**config.mk**
```make
export PLATFORM = sky130hd
export DESIGN_NAME = mmt_front
export DESIGN_NICKNAME = d
export VERILOG_FILES = /design/src/hdl/mmt_pkg.sv /design/src/hdl/mmt_front.sv
export SDC_FILE = /design/constraint.sdc
export NUM_CORES = 1
export LEC_CHECK = 0
export BUFFER_PORTS_ARGS = -buffer_cell sky130_fd_sc_hd__clkbuf_2
export CAP_MARGIN = 20
export CORE_AREA = 2 2 507 509
export DETAILED_ROUTE_END_ITERATION = 7
export DIE_AREA = 0 0 509 511
export PLACE_DENSITY_LB_ADDON = 0.12
export RECOVER_POWER = 50
export SLEW_MARGIN = 20
export SYNTH_ARGS = -nofsm -noshare
export SYNTH_HDL_FRONTEND = slang
export SYNTH_SLANG_ARGS = --single-unit
```
**constraint.sdc**
```tcl
create_clock -name clk -period 83.8 [get_ports clk]
set_input_delay 8.38 -clock clk [delete_from_list [all_inputs] [get_ports clk]]
set_output_delay 8.38 -clock clk [all_outputs]
set_load 0.05 [all_outputs]
```
**src/hdl/mmt_pkg.sv**
```systemverilog
// ----------------------------------------------------------------------------
// mmt_pkg
// Shared types, permutation tables and single precision helpers for the
// 4x4 tile multiplier.
// ----------------------------------------------------------------------------
package mmt_pkg;

    localparam int TILE_N = 16;

    typedef logic [31:0] word_t;

    // gather index into b per pass and lane
    localparam logic [3:0] GATHER [4][16] = '{
        '{4'd0, 4'd5, 4'd10, 4'd15, 4'd1, 4'd6, 4'd11, 4'd12,
          4'd2, 4'd7, 4'd8, 4'd13, 4'd3, 4'd4, 4'd9, 4'd14},
        '{4'd1, 4'd6, 4'd11, 4'd12, 4'd2, 4'd7, 4'd8, 4'd13,
          4'd3, 4'd4, 4'd9, 4'd14, 4'd0, 4'd5, 4'd10, 4'd15},
        '{4'd2, 4'd7, 4'd8, 4'd13, 4'd3, 4'd4, 4'd9, 4'd14,
          4'd0, 4'd5, 4'd10, 4'd15, 4'd1, 4'd6, 4'd11, 4'd12},
        '{4'd3, 4'd4, 4'd9, 4'd14, 4'd0, 4'd5, 4'd10, 4'd15,
          4'd1, 4'd6, 4'd11, 4'd12, 4'd2, 4'd7, 4'd8, 4'd13}
    };

    // destination element of c per pass and lane
    localparam logic [3:0] SCATTER [4][16] = '{
        '{4'd0, 4'd1, 4'd2, 4'd3, 4'd5, 4'd6, 4'd7, 4'd4,
          4'd10, 4'd11, 4'd8, 4'd9, 4'd15, 4'd12, 4'd13, 4'd14},
        '{4'd1, 4'd2, 4'd3, 4'd0, 4'd6, 4'd7, 4'd4, 4'd5,
          4'd11, 4'd8, 4'd9, 4'd10, 4'd12, 4'd13, 4'd14, 4'd15},
        '{4'd2, 4'd3, 4'd0, 4'd1, 4'd7, 4'd4, 4'd5, 4'd6,
          4'd8, 4'd9, 4'd10, 4'd11, 4'd13, 4'd14, 4'd15, 4'd12},
        '{4'd3, 4'd0, 4'd1, 4'd2, 4'd4, 4'd5, 4'd6, 4'd7,
          4'd9, 4'd10, 4'd11, 4'd8, 4'd14, 4'd15, 4'd12, 4'd13}
    };

    localparam word_t QNAN    = 32'h7FC0_0000;
    localparam logic  MODE_FP = 1'b0;

    // full tile handed from front to back
    typedef struct packed {
        logic              full;
        logic              mode;
        logic [15:0][31:0] a;
        logic [15:0][31:0] b;
    } tile_q_t;

    // unrounded operation result: value = sig * 2^x, or a finished word
    typedef struct packed {
        logic        special;
        logic [31:0] spec_val;
        logic        sign;
        logic [49:0] sig;
        logic [11:0] x;
    } raw_t;

    typedef enum logic [1:0] {
        ST_IDLE,
        ST_RUN,
        ST_DRAIN,
        ST_EMIT
    } mmt_state_t;

    function automatic logic [5:0] lzc50(logic [49:0] v);
        logic [5:0] n;
        logic       found;
        n     = 6'd50;
        found = 1'b0;
        for (int i = 49; i >= 0; i--) begin
            if (!found && v[i]) begin
                n     = 6'(49 - i);
                found = 1'b1;
            end
        end
        return n;
    endfunction

    function automatic word_t fp_round_pack(logic sign, logic [49:0] sig, logic [11:0] x);
        logic [5:0]         lz;
        logic [49:0]        norm;
        logic signed [11:0] be;
        logic signed [11:0] ext;
        logic [6:0]         sh;
        logic [49:0]        q;
        logic [49:0]        rbv;
        logic               rb;
        logic               st;
        logic [24:0]        rnd;
        logic [11:0]        bec;
        logic [35:0]        pk;
        word_t              res;
        lz   = lzc50(sig);
        norm = sig << lz;
        be   = $signed(x) - $signed({6'd0, lz}) + 12'sd176;
        ext  = 12'sd1 - be;
        if (be >= 12'sd1)
            sh = 7'd26;
        else if (ext > 12'sd25)
            sh = 7'd51;
        else
            sh = 7'd26 + ext[6:0];
        q   = norm >> sh;
        rbv = norm >> (sh - 7'd1);
        rb  = rbv[0];
        st  = |(norm & ((50'd1 << (sh - 7'd1)) - 50'd1));
        rnd = q[24:0] + {24'd0, rb & (st | q[0])};
        bec = (be >= 12'sd1) ? be : 12'd1;
        pk  = (36'(bec - 12'd1) << 23) + {11'd0, rnd};
        if (pk >= 36'h0_7F80_0000)
            res = {sign, 31'h7F80_0000};
        else
            res = {sign, pk[30:0]};
        return res;
    endfunction

    function automatic raw_t fp_mul_pre(word_t a, word_t b);
        logic [7:0]  ea;
        logic [7:0]  eb;
        logic        na;
        logic        nb;
        logic        ia;
        logic        ib;
        logic        za;
        logic        zb;
        logic        sg;
        logic [23:0] ma;
        logic [23:0] mb;
        logic [47:0] prod;
        raw_t        r;
        ea = a[30:23];
        eb = b[30:23];
        na = (ea == 8'hFF) && (a[22:0] != 23'd0);
        nb = (eb == 8'hFF) && (b[22:0] != 23'd0);
        ia = (ea == 8'hFF) && (a[22:0] == 23'd0);
        ib = (eb == 8'hFF) && (b[22:0] == 23'd0);
        za = (a[30:0] == 31'd0);
        zb = (b[30:0] == 31'd0);
        sg = a[31] ^ b[31];
        ma = {ea != 8'd0, a[22:0]};
        mb = {eb != 8'd0, b[22:0]};
        prod = 48'(ma) * 48'(mb);
        r.special  = 1'b1;
        r.spec_val = QNAN;
        r.sign     = sg;
        r.sig      = {2'b00, prod};
        r.x        = 12'({4'd0, (ea == 8'd0) ? 8'd1 : ea})
                   + 12'({4'd0, (eb == 8'd0) ? 8'd1 : eb}) - 12'd300;
        if (na || nb || (ia && zb) || (ib && za))
            r.spec_val = QNAN;
        else if (ia || ib)
            r.spec_val = {sg, 31'h7F80_0000};
        else if (za || zb)
            r.spec_val = {sg, 31'd0};
        else
            r.special = 1'b0;
        return r;
    endfunction

    function automatic raw_t fp_add_pre(word_t x, word_t y);
        logic        nx;
        logic        ny;
        logic        ix;
        logic        iy;
        logic        zx;
        logic        zy;
        word_t       wl;
        word_t       ws;
        logic [7:0]  el;
        logic [7:0]  es;
        logic [7:0]  d;
        logic [26:0] sl;
        logic [26:0] ss;
        logic [26:0] ssh;
        logic        stk;
        logic [27:0] sum;
        raw_t        r;
        nx = (x[30:23] == 8'hFF) && (x[22:0] != 23'd0);
        ny = (y[30:23] == 8'hFF) && (y[22:0] != 23'd0);
        ix = (x[30:23] == 8'hFF) && (x[22:0] == 23'd0);
        iy = (y[30:23] == 8'hFF) && (y[22:0] == 23'd0);
        zx = (x[30:0] == 31'd0);
        zy = (y[30:0] == 31'd0);
        if (x[30:0] >= y[30:0]) begin
            wl = x;
            ws = y;
        end else begin
            wl = y;
            ws = x;
        end
        el  = (wl[30:23] == 8'd0) ? 8'd1 : wl[30:23];
        es  = (ws[30:23] == 8'd0) ? 8'd1 : ws[30:23];
        d   = el - es;
        sl  = {wl[30:23] != 8'd0, wl[22:0], 3'b000};
        ss  = {ws[30:23] != 8'd0, ws[22:0], 3'b000};
        if (d >= 8'd27) begin
            ssh = 27'd0;
            stk = 1'b1;
        end else begin
            ssh = ss >> d;
            stk = |(ss & ((27'd1 << d) - 27'd1));
        end
        ssh[0] = ssh[0] | stk;
        if (wl[31] == ws[31])
            sum = {1'b0, sl} + {1'b0, ssh};
        else
            sum = {1'b0, sl} - {1'b0, ssh};
        r.special  = 1'b1;
        r.spec_val = 32'd0;
        r.sign     = wl[31];
        r.sig      = {22'd0, sum};
        r.x        = 12'({4'd0, el}) - 12'd153;
        if (nx || ny || (ix && iy && (x[31] != y[31])))
            r.spec_val = QNAN;
        else if (ix)
            r.spec_val = x;
        else if (iy)
            r.spec_val = y;
        else if (zx && zy)
            r.spec_val = {x[31] & y[31], 31'd0};
        else if (zx)
            r.spec_val = y;
        else if (zy)
            r.spec_val = x;
        else if (sum == 28'd0)
            r.spec_val = 32'd0;
        else
            r.special = 1'b0;
        return r;
    endfunction

endpackage

```
**src/hdl/mmt_front.sv**
```systemverilog
// ----------------------------------------------------------------------------
// mmt_front
// Row loader: takes one row of a and b per word, holds the mode register
// and hands each complete tile to a one-slot queue for the back end.
// ----------------------------------------------------------------------------
module mmt_front (
    input  logic             clk,
    input  logic             rst_n,
    input  logic             cfg_wr_en,
    input  logic             cfg_wr_data,
    input  logic             in_valid,
    output logic             in_stall,
    input  logic [31:0]      a_elem0,
    input  logic [31:0]      a_elem1,
    input  logic [31:0]      a_elem2,
    input  logic [31:0]      a_elem3,
    input  logic [31:0]      b_elem0,
    input  logic [31:0]      b_elem1,
    input  logic [31:0]      b_elem2,
    input  logic [31:0]      b_elem3,
    input  logic             q_release,
    output mmt_pkg::tile_q_t tile_q
);
    import mmt_pkg::*;

    logic              number_mode_reg;
    logic [1:0]        rows_loaded_reg;
    logic [11:0][31:0] a_load_reg;
    logic [11:0][31:0] b_load_reg;
    logic [15:0][31:0] q_a_reg;
    logic [15:0][31:0] q_b_reg;
    logic              q_mode_reg;
    logic              q_full_reg;
    logic              accept;
    logic [3:0][31:0]  a_row;
    logic [3:0][31:0]  b_row;

    assign a_row    = {a_elem3, a_elem2, a_elem1, a_elem0};
    assign b_row    = {b_elem3, b_elem2, b_elem1, b_elem0};
    assign in_stall = (rows_loaded_reg == 2'd3) && q_full_reg;
    assign accept   = in_valid && !in_stall;

    always_ff @(posedge clk or negedge rst_n)
    begin
        if (!rst_n)
        begin
            number_mode_reg <= MODE_FP;
            rows_loaded_reg <= 2'd0;
            q_full_reg      <= 1'b0;
        end
        else
        begin
            if (cfg_wr_en)
                number_mode_reg <= cfg_wr_data;
            if (accept)
                rows_loaded_reg <= rows_loaded_reg + 2'd1;
            if (accept && rows_loaded_reg == 2'd3)
                q_full_reg <= 1'b1;
            else if (q_release)
                q_full_reg <= 1'b0;
        end
    end

    always_ff @(posedge clk)
    begin
        if (accept)
        begin
            if (rows_loaded_reg == 2'd3)
            begin
                q_a_reg    <= {a_row, a_load_reg};
                q_b_reg    <= {b_row, b_load_reg};
                q_mode_reg <= number_mode_reg;
            end
            else
            begin
                for (int k = 0; k < 4; k++)
                begin
                    a_load_reg[{rows_loaded_reg, 2'(k)}] <= a_row[k];
                    b_load_reg[{rows_loaded_reg, 2'(k)}] <= b_row[k];
                end
            end
        end
    end

    assign tile_q.full = q_full_reg;
    assign tile_q.mode = q_mode_reg;
    assign tile_q.a    = q_a_reg;
    assign tile_q.b    = q_b_reg;

endmodule

```
# --- Yosys cells after proc, flatten, opt, wreduce, memory -nomap -nowiden ---
# Index checks and enable logic that the tools add are counted.
op_classes:
  n_lt_le_gt_ge: 8
  addsub: 1
  n_reduce_logical: 11
  muxes: 18
  bitwise: 1
  n_eq_ne: 1
op_table:
  columns: ["cell", "count"]
  rows:
  - ["$bwmux W384", 8]
  - ["$demux W32 S2", 4]
  - ["$mux W32", 4]
  - ["$lt A4 B5 Y1 const B", 4]
  - ["$ge A4 B1 Y1 const B", 4]
  - ["$logic_and A1 B1 Y1", 7]
  - ["$reduce_and A2 Y1", 2]
  - ["$add A2 B1 Y2 const B", 1]
  - ["$eq A2 B2 Y1 const B", 1]
  - ["$mux W1", 2]
  - ["$reduce_bool A2 Y1", 1]
  - ["$logic_not A1 Y1", 1]
  - ["$not A1 Y1", 1]
word_totals:
  ff_bits: 1797
  in_bits: 262

# --- Longest topological paths before layout ---
# Gate-level depths: netlist of the first run.
depth:
  depth_word: 8
  ltp_mapped: 5

# --- Worst setup path before layout of the first run ---
# No wires, ideal clock.
synth_path:
  path_type: "input -> register"
  startpoint: "input port in_valid"
  endpoint: "register q_mode_reg (enable)"
  path_buffers: 0
  setup_ns: 2.440
  arrival_time_ns: 50.809
  stages: 2
  setup_slack_ns: 30.551
  path_cell_list: "nand2_1 -> nor2_1"
synth_between:
  elab_chain_len: 2
synth_rtl:
  columns: ["item", "line_no", "text"]
  rows:
  - ["start: declaration", "mmt_front.sv:11", "input logic in_valid,"]
  - ["$logic_and A1 B1 Y1", "mmt_front.sv:41", "assign accept = in_valid && !in_stall;"]
  - ["$reduce_and A2 Y1 (no line)", null, null]
  - ["end signal: assignment", "mmt_front.sv:72", "q_mode_reg <= number_mode_reg;"]
  - ["end: declaration", "mmt_front.sv:32", "logic q_mode_reg;"]
# No other way between the ends.
# A chain may end at the register's enable or synchronous reset.

# --- Worst setup path in the final report of the first run ---
layout_path:
  startpoint: "input port in_valid"
  endpoint: "register q_b_reg, in the netlist tile_q[388] (enable)"
layout_between:
  elab_chain_len: 2
layout_rtl:
  columns: ["item", "line_no", "text"]
  rows:
  - ["$logic_and A1 B1 Y1", "mmt_front.sv:41", null]
  - ["$reduce_and A2 Y1 (no line)", null, null]
  - ["end signal: assignment", "mmt_front.sv:71", "q_b_reg <= {b_row, b_load_reg};"]
  - ["end: declaration", "mmt_front.sv:31", "logic [15:0][31:0] q_b_reg;"]
# No other way between the ends.

==> flow_summary.json, run 1 <==
{
  "postSynthNetCount": 2296,
  "core_region_um2": 255000,
  "post-route-period-util_pct": 23.3,
  "fin_skew_ns": 0.0795,
  "path_cells": "clkbuf_1, nand2_1, nor2_1, clkbuf_1, clkbuf_1, buf_4, buf_4, buf_4",
  "clock-root-buffer": "clkbuf_16",
  "die_area_um2": 260000,
  "critical_path_required_ns": 84.22,
  "cts_sinks": 1797,
  "synth_area_leaders": "edfxtp_1 97%, and2_1 2.2%, dfrtp_1 0.18%",
  "setup_repair_bufs_after_cts": 0,
  "tritoncts": "yes",
  "placementRows": 186,
  "postCtsResizedCells": 0,
  "cts_bufs_inserted": 199,
  "final_max_slew_viol_count": 664,
  "setup_repair_after_global_routing_missed_its_margin": "false",
  "final.fill_count": 25700,
  "cp_max_fo": 141,
  "finalSetupViolations": 0,
  "yosys.cell_types.count": 18,
  "top_level_ports": 1289,
  "remaining_drc_errors": 0,
  "route.antenna.remaining_nets": 0,
  "syn_avg_cell_area_um2": 27.3,
  "synthesis.instances": 2030,
  "run_status": "finished, violations left",
  "postLayoutCoreUtil_pct": 28.3,
  "hold_viol": 0,
  "total_vias_in_the_final_route": 25600,
  "largest_reg_flops": 1024,
  "routed_wire_length_per_instance_um": 23.6,
  "initial_utilization_pct": 21.7,
  "timing.critical_path.from_type": "primary input",
  "weighted_congestion_reported_at_the_end_of_routability_driven_placement": 0.744,
  "grt_pass1_wl_mm": 223,
  "antenna_found_initial": 26,
  "powerDensity_nw_per_um2": 36.3,
  "routed_via_density": 3.61,
  "synth-warning-count": 0,
  "sequential_share_of_the_synthesized_area_pct": 97.3,
  "worstSkewPairLatency_ns": 0.84,
  "layout-area-overhead-vs-synth_pct": 30.3,
  "yosys.area.top_type": "edfxtp_1",
  "holdBufCountCts": 0,
  "ir_drop_worst_vdd_v": 0.0000172,
  "ys_ff_latch": 1797,
  "synth_top_area_share_pct": 97.2,
  "fp.dieW_um": 509,
  "final_critical_path_setup_slack_ns": 64.26,
  "nNetsFinal": 3795,
  "port_buffers": 1288,
  "worst_slew_margin_rel_pct": -444,
  "critPathCaptureType": "flop",
  "cts_max_path_buffers": 3,
  "cp_slowest_cell": "clkbuf_1",
  "floorplan.die.height_um": 511,
  "first_iter_violations": 1791,
  "p_leak_nw": 24.8,
  "finalWorstPathRequiredPeriod_ns": 19.54,
  "path_type_of_the_worst_min_delay_path": "reg2reg",
  "drtPass1Iterations": 5,
  "setup_tns_after_final_layout_ns": 0,
  "crit_type": "in2reg",
  "syn-cell-area_um2": 55400,
  "clk_pin_slew_worst_paths_ns": 0.06,
  "place.detailed.hpwl_mm": 114,
  "cap_violations": 10,
  "timing.fmax_mhz": 51.2,
  "drive_above_1_share_pct": 35.8,
  "grt_usage_pct": 12.4,
  "worst_pin_slew_ns": 8.16,
  "max_stage_delay_ns": 5.79,
  "grt_remaining_overflow": 0,
  "maximum_number_of_pins_on_one_net_before_global_route_repair": 142,
  "failing_checks": "capacitance limit, slew limit",
  "pre_cts_slack_ns": 70.49,
  "overall_power_of_the_completed_layout_w": 0.00262,
  "grt_pass1_vias": 25800,
  "route.final.wire_length_mm": 167,
  "h-tree-depth": 4,
  "worst-endpoint-arrival_ns": 19.96
}
synth_stat cells:
cell	n
buf_4	4
mux2i_1	1
ha_1	4
a21boi_2	1
and2_2	1
xnor2_1	1
edfxtp_1	1793
dfrtp_1	4
nand2_1	1
nor2b_1	1
nor2_1	1
mux2_2	1
clkbuf_2	15
clkbuf_1	3
buf_2	1
and2_1	195
inv_1	2
mux2_4	1
kinds of logic after synthesis:
kind of cell / Yosys count / synth area share, %
simple gates: 199 / 2.24
compound gates: 1 / 0.0203
mux: 3 / 0.0655
buf+inv: 25 / 0.233
flops: 1797 / 97.3
fa+ha+maj: 4 / 0.0903
xor+xnor: 1 / 0.0158
power by group:
group          internal, W  switching [W]
registers          0.00121      0.0000367
clock network     0.000473       0.000368
logic            0.0000680       0.000469
layer usage:
metal	vias to the layer above	share of wire (%)	GRT usage, %
met5	-	0.032	0
met4	8	2.3	3.55
met3	243	11	5.94
met2	1080	49	20.6
met1	13100	38	14.0
li1	11100	-	-
stage by stage:
stage,hold WS (ns),instance area [um2],instances
5_1_grt,0.350,72200,7086
3_3_place_gp,0.400,66300,6711
4_1_cts,0.331,72600,7079
2_1_floorplan,0.400,55400,2030
3_5_place_dp,0.405,66300,6711
6_report,0.353,72200,7090
worst paths after layout:
kind | startpoint | end | slack [ns] | depth (start not counted)
worst max register to register | rows_loaded_reg[1] | tile_q[388] | 71.43 | 8
max in group asynchronous | rst_n | rows_loaded_reg[1] | 76.00 | 1
min in group asynchronous | rst_n | q_full_reg | 7.45 | 1
worst max-delay path | in_valid | tile_q[388] | 64.26 | 8
worst min-delay path | a_load_reg[23] | tile_q[535] | 0.35 | 0
worst min register to register | a_load_reg[23] | tile_q[535] | 0.35 | 0
layout make-up:
class                           count  area [um2]  share of cell area [%]
Antenna cell                       10        25.0                  0.0347
Clock buffer                      258        5220                    7.23
Clock inverter                    110        1050                    1.46
Inverter                            2        7.51                  0.0104
Multi-Input combinational cell    208        1380                    1.91
Sequential cell                  1797       53900                    74.7
Tap cell                         3384        4230                    5.86
Timing Repair Buffer             1321        6350                    8.79
cell usage in the layout (no fill, tap or decap):
cell and count:
a21boi_0 1, and2_0 114, and2_1 81, and2_2 1, buf_12 1, buf_4 24
bufinv_16 10, clkbuf_1 326, clkbuf_16 200, clkbuf_2 1028, clkinv_1 45, clkinv_16 10
clkinv_2 30, clkinv_4 4, clkinv_8 1, clkinvlp_4 6, dfrtp_1 4, diode_2 10
edfxtp_1 1793, ha_1 1, ha_4 3, inv_1 2, inv_6 4, mux2_2 1
mux2_4 1, mux2i_1 1, nand2_1 1, nor2_1 1, nor2b_1 1, xnor2_1 1
worst max-delay path, delay by kind of cell:
| family | cells | cell delay (ns) |
|---|---|---|
| AND/OR/NAND/NOR | 2 | 0.30 |
| buffers and inverters | 6 | 10.90 |
(Power assumes the default switching activity.)
==> run 2, diff against run 1 <==
--- a/config.mk
+++ b/config.mk
@@ -7,9 +7,9 @@
 export LEC_CHECK = 0
 export BUFFER_PORTS_ARGS = -buffer_cell sky130_fd_sc_hd__clkbuf_2
 export CAP_MARGIN = 20
-export CORE_AREA = 2 2 507 509
+export CORE_AREA = 2 2 502 504
 export DETAILED_ROUTE_END_ITERATION = 7
-export DIE_AREA = 0 0 509 511
+export DIE_AREA = 0 0 504 506
 export PLACE_DENSITY_LB_ADDON = 0.12
 export RECOVER_POWER = 50
 export SLEW_MARGIN = 20
==> constraint.sdc (replaced) <==
create_clock -name clk -period 17.4 [get_ports clk]
set_input_delay 1.74 -clock clk [delete_from_list [all_inputs] [get_ports clk]]
set_output_delay 1.74 -clock clk [all_outputs]
set_load 0.05 [all_outputs]
==> run 2 against run 1 <==
Against the previous run:
- the run still ends with capacitance limit, slew limit left
- design area grew 0.21%
- combinational power grew to 4.8 times the previous value
- core utilization grew 0.66 points
- sequential share of layout area shrank 0.16 points
- clock-buffer cell count shrank 11
- clock power grew to 4.9 times the previous value
- via count is essentially flat
- sequential power grew to 4.8 times the previous value
- largest cell class unchanged
==> flow_summary.json, run 2 (synthesis results as in run 1) <==
{
  "die_area_um2": 255000,
  "initial_utilization_pct": 22.2,
  "layout-area-overhead-vs-synth_pct": 30.6,
  "path_type_of_the_worst_min_delay_path": "reg2reg",
  "setup_repair_bufs_after_cts": 0,
  "floorplan.die.height_um": 506,
  "finalSetupViolations": 0,
  "worst-path-buf-inv": 4,
  "timing.critical_path.from_type": "flop",
  "total_vias_in_the_final_route": 25600,
  "cts_sinks": 1797,
  "top_level_ports": 1289,
  "worstSkewPairLatency_ns": 0.85,
  "switching_pwr_w": 0.00421,
  "cap_violations": 12,
  "route.layer.met1.wl_mm": 62.9,
  "grt_pass1_wl_mm": 224,
  "timing.critical_path.max_delay_family": "buffers and inverters",
  "grt_remaining_overflow": 0,
  "ir_drop_worst_vdd_v": 0.0000908,
  "maximum_number_of_pins_on_one_net_before_global_route_repair": 153,
  "route.final.wire_length_mm": 166,
  "most-common-layout-cells": "1793 x edfxtp_1, 992 x clkbuf_2, 348 x clkbuf_1",
  "crit_type": "reg2reg",
  "final_max_slew_viol_count": 611,
  "powerDensity_nw_per_um2": 175,
  "clock_power_share_pct": 32.8,
  "remaining_drc_errors": 0,
  "place.detailed.instances": 6670,
  "switching_share_pct": 33.1,
  "cp_slowest_cell": "ha_1",
  "post-route-period-util_pct": 48.9,
  "timing.critical_path.mode_cell": "buf_4",
  "combinational_share_of_power_pct": 20.2,
  "cts_max_path_buffers": 3,
  "tritoncts": "yes",
  "finalWorstPathRequiredPeriod_ns": 8.51,
  "fin_skew_ns": 0.0768,
  "place.detailed.hpwl_mm": 113,
  "routed_via_density": 3.62,
  "grt_usage_pct": 12.6,
  "met2_length_mm": 80.3,
  "timing.fmax_mhz": 118,
  "fp.dieW_um": 504,
  "cts_bufs_inserted": 200,
  "finalNonFillerCells": 7053,
  "first_iter_violations": 1762,
  "h-tree-depth": 4,
  "worst-endpoint-arrival_ns": 8.93,
  "detailroute.wirelength.met3_mm": 18.2,
  "intPower_w": 0.00849,
  "postCtsResizedCells": 0,
  "run_status": "finished, violations left",
  "hold_viol": 0,
  "failing_checks": "capacitance limit, slew limit",
  "cp_max_fo": 65,
  "setup_repair_after_global_routing_missed_its_margin": "false",
  "port_buffers": 1288,
  "drive_above_1_share_pct": 35.2,
  "reg2reg_setup_slack_ns": 8.89,
  "route.antenna.remaining_nets": 0,
  "drtPass1Iterations": 5,
  "path_cells": "inv_1, ha_1, and2_0, clkbuf_1, buf_4, buf_4",
  "p_leak_nw": 24.8,
  "antenna_found_initial": 25,
  "largest_reg_flops": 1024,
  "layout_commonest_cell": "edfxtp_1",
  "core_region_um2": 250000,
  "maxUsedRoutingLayer": "met5",
  "p_seq_share_pct": 47.0,
  "worst_pin_slew_ns": 4.27,
  "worst_slew_margin_rel_pct": -185,
  "placementRows": 184,
  "nNetsFinal": 3791,
  "holdBufCountCts": 0,
  "critPathCaptureType": "flop",
  "clk_pin_slew_worst_paths_ns": 0.06,
  "clock-root-buffer": "clkbuf_16",
  "routed_wire_length_per_instance_um": 23.6,
  "critical_path_required_ns": 17.82,
  "setup_tns_after_final_layout_ns": 0,
  "weighted_congestion_reported_at_the_end_of_routability_driven_placement": 0.759,
  "grt_pass1_vias": 26200,
  "max_stage_delay_ns": 2.07
}
run 2: worst paths after layout:
| kind | depth (start not counted) | from | to |
|---|---|---|---|
| max in group asynchronous | 1 | rst_n | q_full_reg |
| min in group asynchronous | 1 | rst_n | rows_loaded_reg[1] |
| hold / removal | 0 | a_load_reg[361] | tile_q[873] |
| setup / recovery | 6 | rows_loaded_reg[1] | b_load_reg[176] |
| hold reg to reg | 0 | a_load_reg[361] | tile_q[873] |
| setup reg to reg | 6 | rows_loaded_reg[1] | b_load_reg[176] |
run 2: cell type report:
class | count | area (um2)
inverter | 2 | 7.51
tap | 3348 | 4190
fill | 25100 | 178000
clock buffer | 247 | 5190
clock inverter | 129 | 1320
antenna | 6 | 15.0
sequential | 1797 | 53900
multi-input combinational | 208 | 1350
timing repair buffer | 1316 | 6350
run 2: through the flow:
stage               total power [W]  area, um2  worst slack, ns  hold WS [ns]  utilization (%)
finish                       0.0127      72400             8.89         0.356             28.9
global route                 0.0132      72400             7.90         0.364             28.9
CTS                          0.0130      72800            12.44         0.364             29.1
detailed placement          0.00873      66300            11.76         0.405             26.5
global placement            0.00871      66200            11.79         0.400             26.5
floorplan                   0.00812      55400           0.0337         0.400                -
run 2: metal layers:
layer  global-route usage [%]  vias up
met5                        0        -
met1                     14.4    13100
met3                     6.16      246
met4                     4.19        6
met2                     20.6     1062
li1                         -    11100
run 2: power by group through the flow:
stage | clock [W] | combinational (W) | sequential [W]
after floorplan | 0 | 0.000444 | 0.00767
after global placement | 0 | 0.00267 | 0.00604
after detailed placement | 0 | 0.00268 | 0.00605
after CTS | 0.00433 | 0.00268 | 0.00597
after global routing | 0.00448 | 0.00270 | 0.00604
final | 0.00416 | 0.00256 | 0.00597
==> run 3, diff against run 2 <==
--- a/config.mk
+++ b/config.mk
@@ -5,11 +5,12 @@
 export SDC_FILE = /design/constraint.sdc
 export NUM_CORES = 1
 export LEC_CHECK = 0
+export ABC_AREA = 1
 export BUFFER_PORTS_ARGS = -buffer_cell sky130_fd_sc_hd__clkbuf_2
 export CAP_MARGIN = 20
-export CORE_AREA = 2 2 502 504
+export CORE_AREA = 2 2 509 511
 export DETAILED_ROUTE_END_ITERATION = 7
-export DIE_AREA = 0 0 504 506
+export DIE_AREA = 0 0 511 513
 export PLACE_DENSITY_LB_ADDON = 0.12
 export RECOVER_POWER = 50
 export SLEW_MARGIN = 20
==> constraint.sdc (replaced) <==
create_clock -name clk -period 8.87 [get_ports clk]
set_input_delay 0.887 -clock clk [delete_from_list [all_inputs] [get_ports clk]]
set_output_delay 0.887 -clock clk [all_outputs]
set_load 0.05 [all_outputs]
==> run 3 against run 2 <==
Against the previous run:
- clock power is 98% higher
- the flow still finishes with violations (capacitance limit, slew limit)
- register-to-register slack worse by 5.0 ns
- largest power group unchanged
- largest cell class unchanged
- wire length is 2.7% higher
- final cell count is 3.3% higher
==> flow_summary.json, run 3 <==
{
  "run_status": "finished, violations left",
  "failing_checks": "capacitance limit, slew limit",
  "worst-endpoint-arrival_ns": 5.36,
  "placementRows": 186,
  "fp.dieW_um": 511,
  "fin_skew_ns": 0.0563,
  "synthesis.instances": 2234,
  "h-tree-depth": 4,
  "async_flop_share_pct": 0.223,
  "layout_commonest_cell": "edfxtp_1",
  "yosys.cell_types.count": 12,
  "p_seq_share_pct": 48.6,
  "yosysMostFrequentCell": "edfxtp_1",
  "synth_top_area_share_pct": 96.6,
  "largest_reg_flops": 1024,
  "setup_repair_after_global_routing_missed_its_margin": "false",
  "synth-warning-count": 0,
  "drive_above_1_share_pct": 23.0,
  "syn-cell-area_um2": 55800,
  "timing.fmax_mhz": 202,
  "critical_path_required_ns": 9.28,
  "cp_max_fo": 86,
  "routed_wire_length_per_instance_um": 23.4,
  "routed_via_density": 3.59,
  "path_cells": "inv_1, ha_1, inv_1, nor2_1, buf_4, buf_12",
  "clk_pin_slew_worst_paths_ns": 0.06,
  "cap_violations": 8,
  "powerDensity_nw_per_um2": 315,
  "reg2reg_path_depth": 6,
  "cts_bufs_inserted": 201,
  "clock_power_share_pct": 36.2,
  "crit_type": "reg2reg",
  "leading_register_cell_type_out_of_synthesis": "edfxtp_1",
  "antenna_found_initial": 24,
  "grt_pass1_vias": 26800,
  "critPathCaptureType": "flop",
  "cts_max_path_buffers": 3,
  "ys_ff_latch": 1797,
  "postCtsResizedCells": 0,
  "clock-root-buffer": "clkbuf_16",
  "synth_enable_flop_cells": 1793,
  "switching_share_pct": 29.8,
  "route.antenna.remaining_nets": 0,
  "synth_area_leaders": "edfxtp_1 97%, nand2_1 1.3%, inv_1 1.3%",
  "grt_remaining_overflow": 0,
  "postSynthNetCount": 2500,
  "p_leak_nw": 25.1,
  "first_iter_violations": 1956,
  "hold_viol": 0,
  "post-route-period-util_pct": 55.9,
  "nNetsFinal": 3995,
  "ir_drop_worst_vdd_v": 0.000159,
  "finalSetupViolations": 0,
  "syn_avg_cell_area_um2": 25.0,
  "cp_slowest_cell": "ha_1",
  "layout-area-overhead-vs-synth_pct": 29.6,
  "tritoncts": "yes",
  "holdBufCountCts": 1,
  "worstSkewPairLatency_ns": 0.84,
  "core_region_um2": 256000,
  "port_buffers": 1288,
  "cts_sinks": 1797,
  "timing.critical_path.mode_cell": "inv_1",
  "intPower_w": 0.0160,
  "remaining_drc_errors": 0,
  "timing.critical_path.from_type": "flop",
  "yosys.area.top_type": "edfxtp_1",
  "initial_utilization_pct": 21.8,
  "final.fill_count": 26000,
  "combinational_share_of_power_pct": 15.2,
  "maximum_number_of_pins_on_one_net_before_global_route_repair": 135,
  "switching_pwr_w": 0.00678,
  "final_max_slew_viol_count": 251,
  "finalNonFillerCells": 7284,
  "place.detailed.hpwl_mm": 117,
  "top_level_ports": 1289,
  "max_stage_delay_ns": 1.42,
  "total_vias_in_the_final_route": 26200,
  "setup_repair_bufs_after_cts": 0,
  "floorplan.die.height_um": 513,
  "sequential_share_of_the_synthesized_area_pct": 96.7,
  "setup_tns_after_final_layout_ns": 0,
  "grt_pass1_wl_mm": 230,
  "place.detailed.instances": 6909,
  "grt_usage_pct": 12.6,
  "drtPass1Iterations": 5,
  "worst_hold_path.num_cells": 2,
  "route.final.wire_length_mm": 171,
  "finalWorstPathRequiredPeriod_ns": 4.96,
  "die_area_um2": 262000,
  "worst_pin_slew_ns": 2.33,
  "post_synth_most_frequent_cells": "1793 x edfxtp_1, 199 x nand2_1, 192 x inv_1, 14 x buf_6, 10 x inv_2",
  "worst_slew_margin_rel_pct": -55.5,
  "weighted_congestion_reported_at_the_end_of_routability_driven_placement": 0.761,
  "most-common-layout-cells": "1793 x edfxtp_1, 746 x clkbuf_1, 589 x clkbuf_2",
  "path_type_of_the_worst_min_delay_path": "in2reg"
}
-- run 3: cell count changes after synthesis, moves of 3 or more --
cell and delta:
and2_1 -195, buf_6 +14, nand2_1 +198, inv_2 +10, clkbuf_2 -15, inv_1 +190
clkbuf_1 -3, nand3_1 +4
-- run 3: final timing paths --
| check | to | startpoint | slack, ns |
|---|---|---|---|
| setup / recovery | b_load_reg[258] | rows_loaded_reg[0] | 3.91 |
| hold / removal | q_full_reg | q_release | 0.27 |
| setup reg to reg | b_load_reg[258] | rows_loaded_reg[0] | 3.91 |
| hold reg to reg | tile_q[747] | a_load_reg[235] | 0.37 |
| max in group asynchronous | number_mode_reg | rst_n | 8.26 |
| min in group asynchronous | rows_loaded_reg[1] | rst_n | 0.42 |
-- run 3: through the flow --
stage	hold WS (ns)	power, W	worst slack [ns]	instance area, um2	util (%)
after CTS	0.165	0.0233	5.29	73200	28.6
after detailed placement	0.405	0.0149	5.29	66700	26.0
after global routing	0.205	0.0237	3.48	72300	28.2
final	0.268	0.0227	3.91	72300	28.2
after floorplan	0.400	0.0142	-7.94	55800	-
after global placement	0.400	0.0149	5.32	66700	26.0
-- run 3: power groups by stage --
stage	logic (W)	clock network [W]	registers, W
after floorplan	0.000710	0	0.0135
after global placement	0.00366	0	0.0112
after detailed placement	0.00366	0	0.0112
after CTS	0.00367	0.00856	0.0111
after global routing	0.00368	0.00887	0.0111
final	0.00346	0.00824	0.0110
-- run 3: logic make-up (layout without fill, tap and decap cells) --
| logic type | count (synthesis) | in the layout | share of synthesized area [%] |
|---|---|---|---|
| DFF | 1797 | 1797 | 96.7 |
| and+or+nand+nor | 206 | 206 | 1.40 |
| AOI/OAI and AO/OA | 2 | 2 | 0.0180 |
| adders and majority gates | 4 | 4 | 0.0898 |
| other | 0 | 7 | 0 |
| buffers and inverters | 225 | 1884 | 1.75 |
-- run 3: critical path, delay by kind of cell (launching register included) --
family / cells / cell delay [ns]
adders and majority gates: 1 / 1.42
DFF: 1 / 0.42
and+or+nand+nor: 1 / 1.04
buffers and inverters: 4 / 1.25
-- run 3: cell type report --
type	count	area (um2)	share of cell area, %
multi-input cells	212	838	1.16
flip-flops and latches	1797	53900	74.6
clock buffers	248	5290	7.32
repair buffers	1315	5950	8.23
clock inverters	119	1230	1.71
diodes	7	17.5	0.0242
inverters	202	759	1.05
well taps	3384	4230	5.86
-- run 3: per-layer routing --
layer	vias to the layer above	track usage [%]	share of wire, %	wire length (um)
li1	11500	-	-	-
met1	13400	14.4	39	66000
met2	1052	20.8	48	82600
met3	217	6.08	11	18200
met4	4	3.51	2.2	3710
met5	-	0	0.016	28
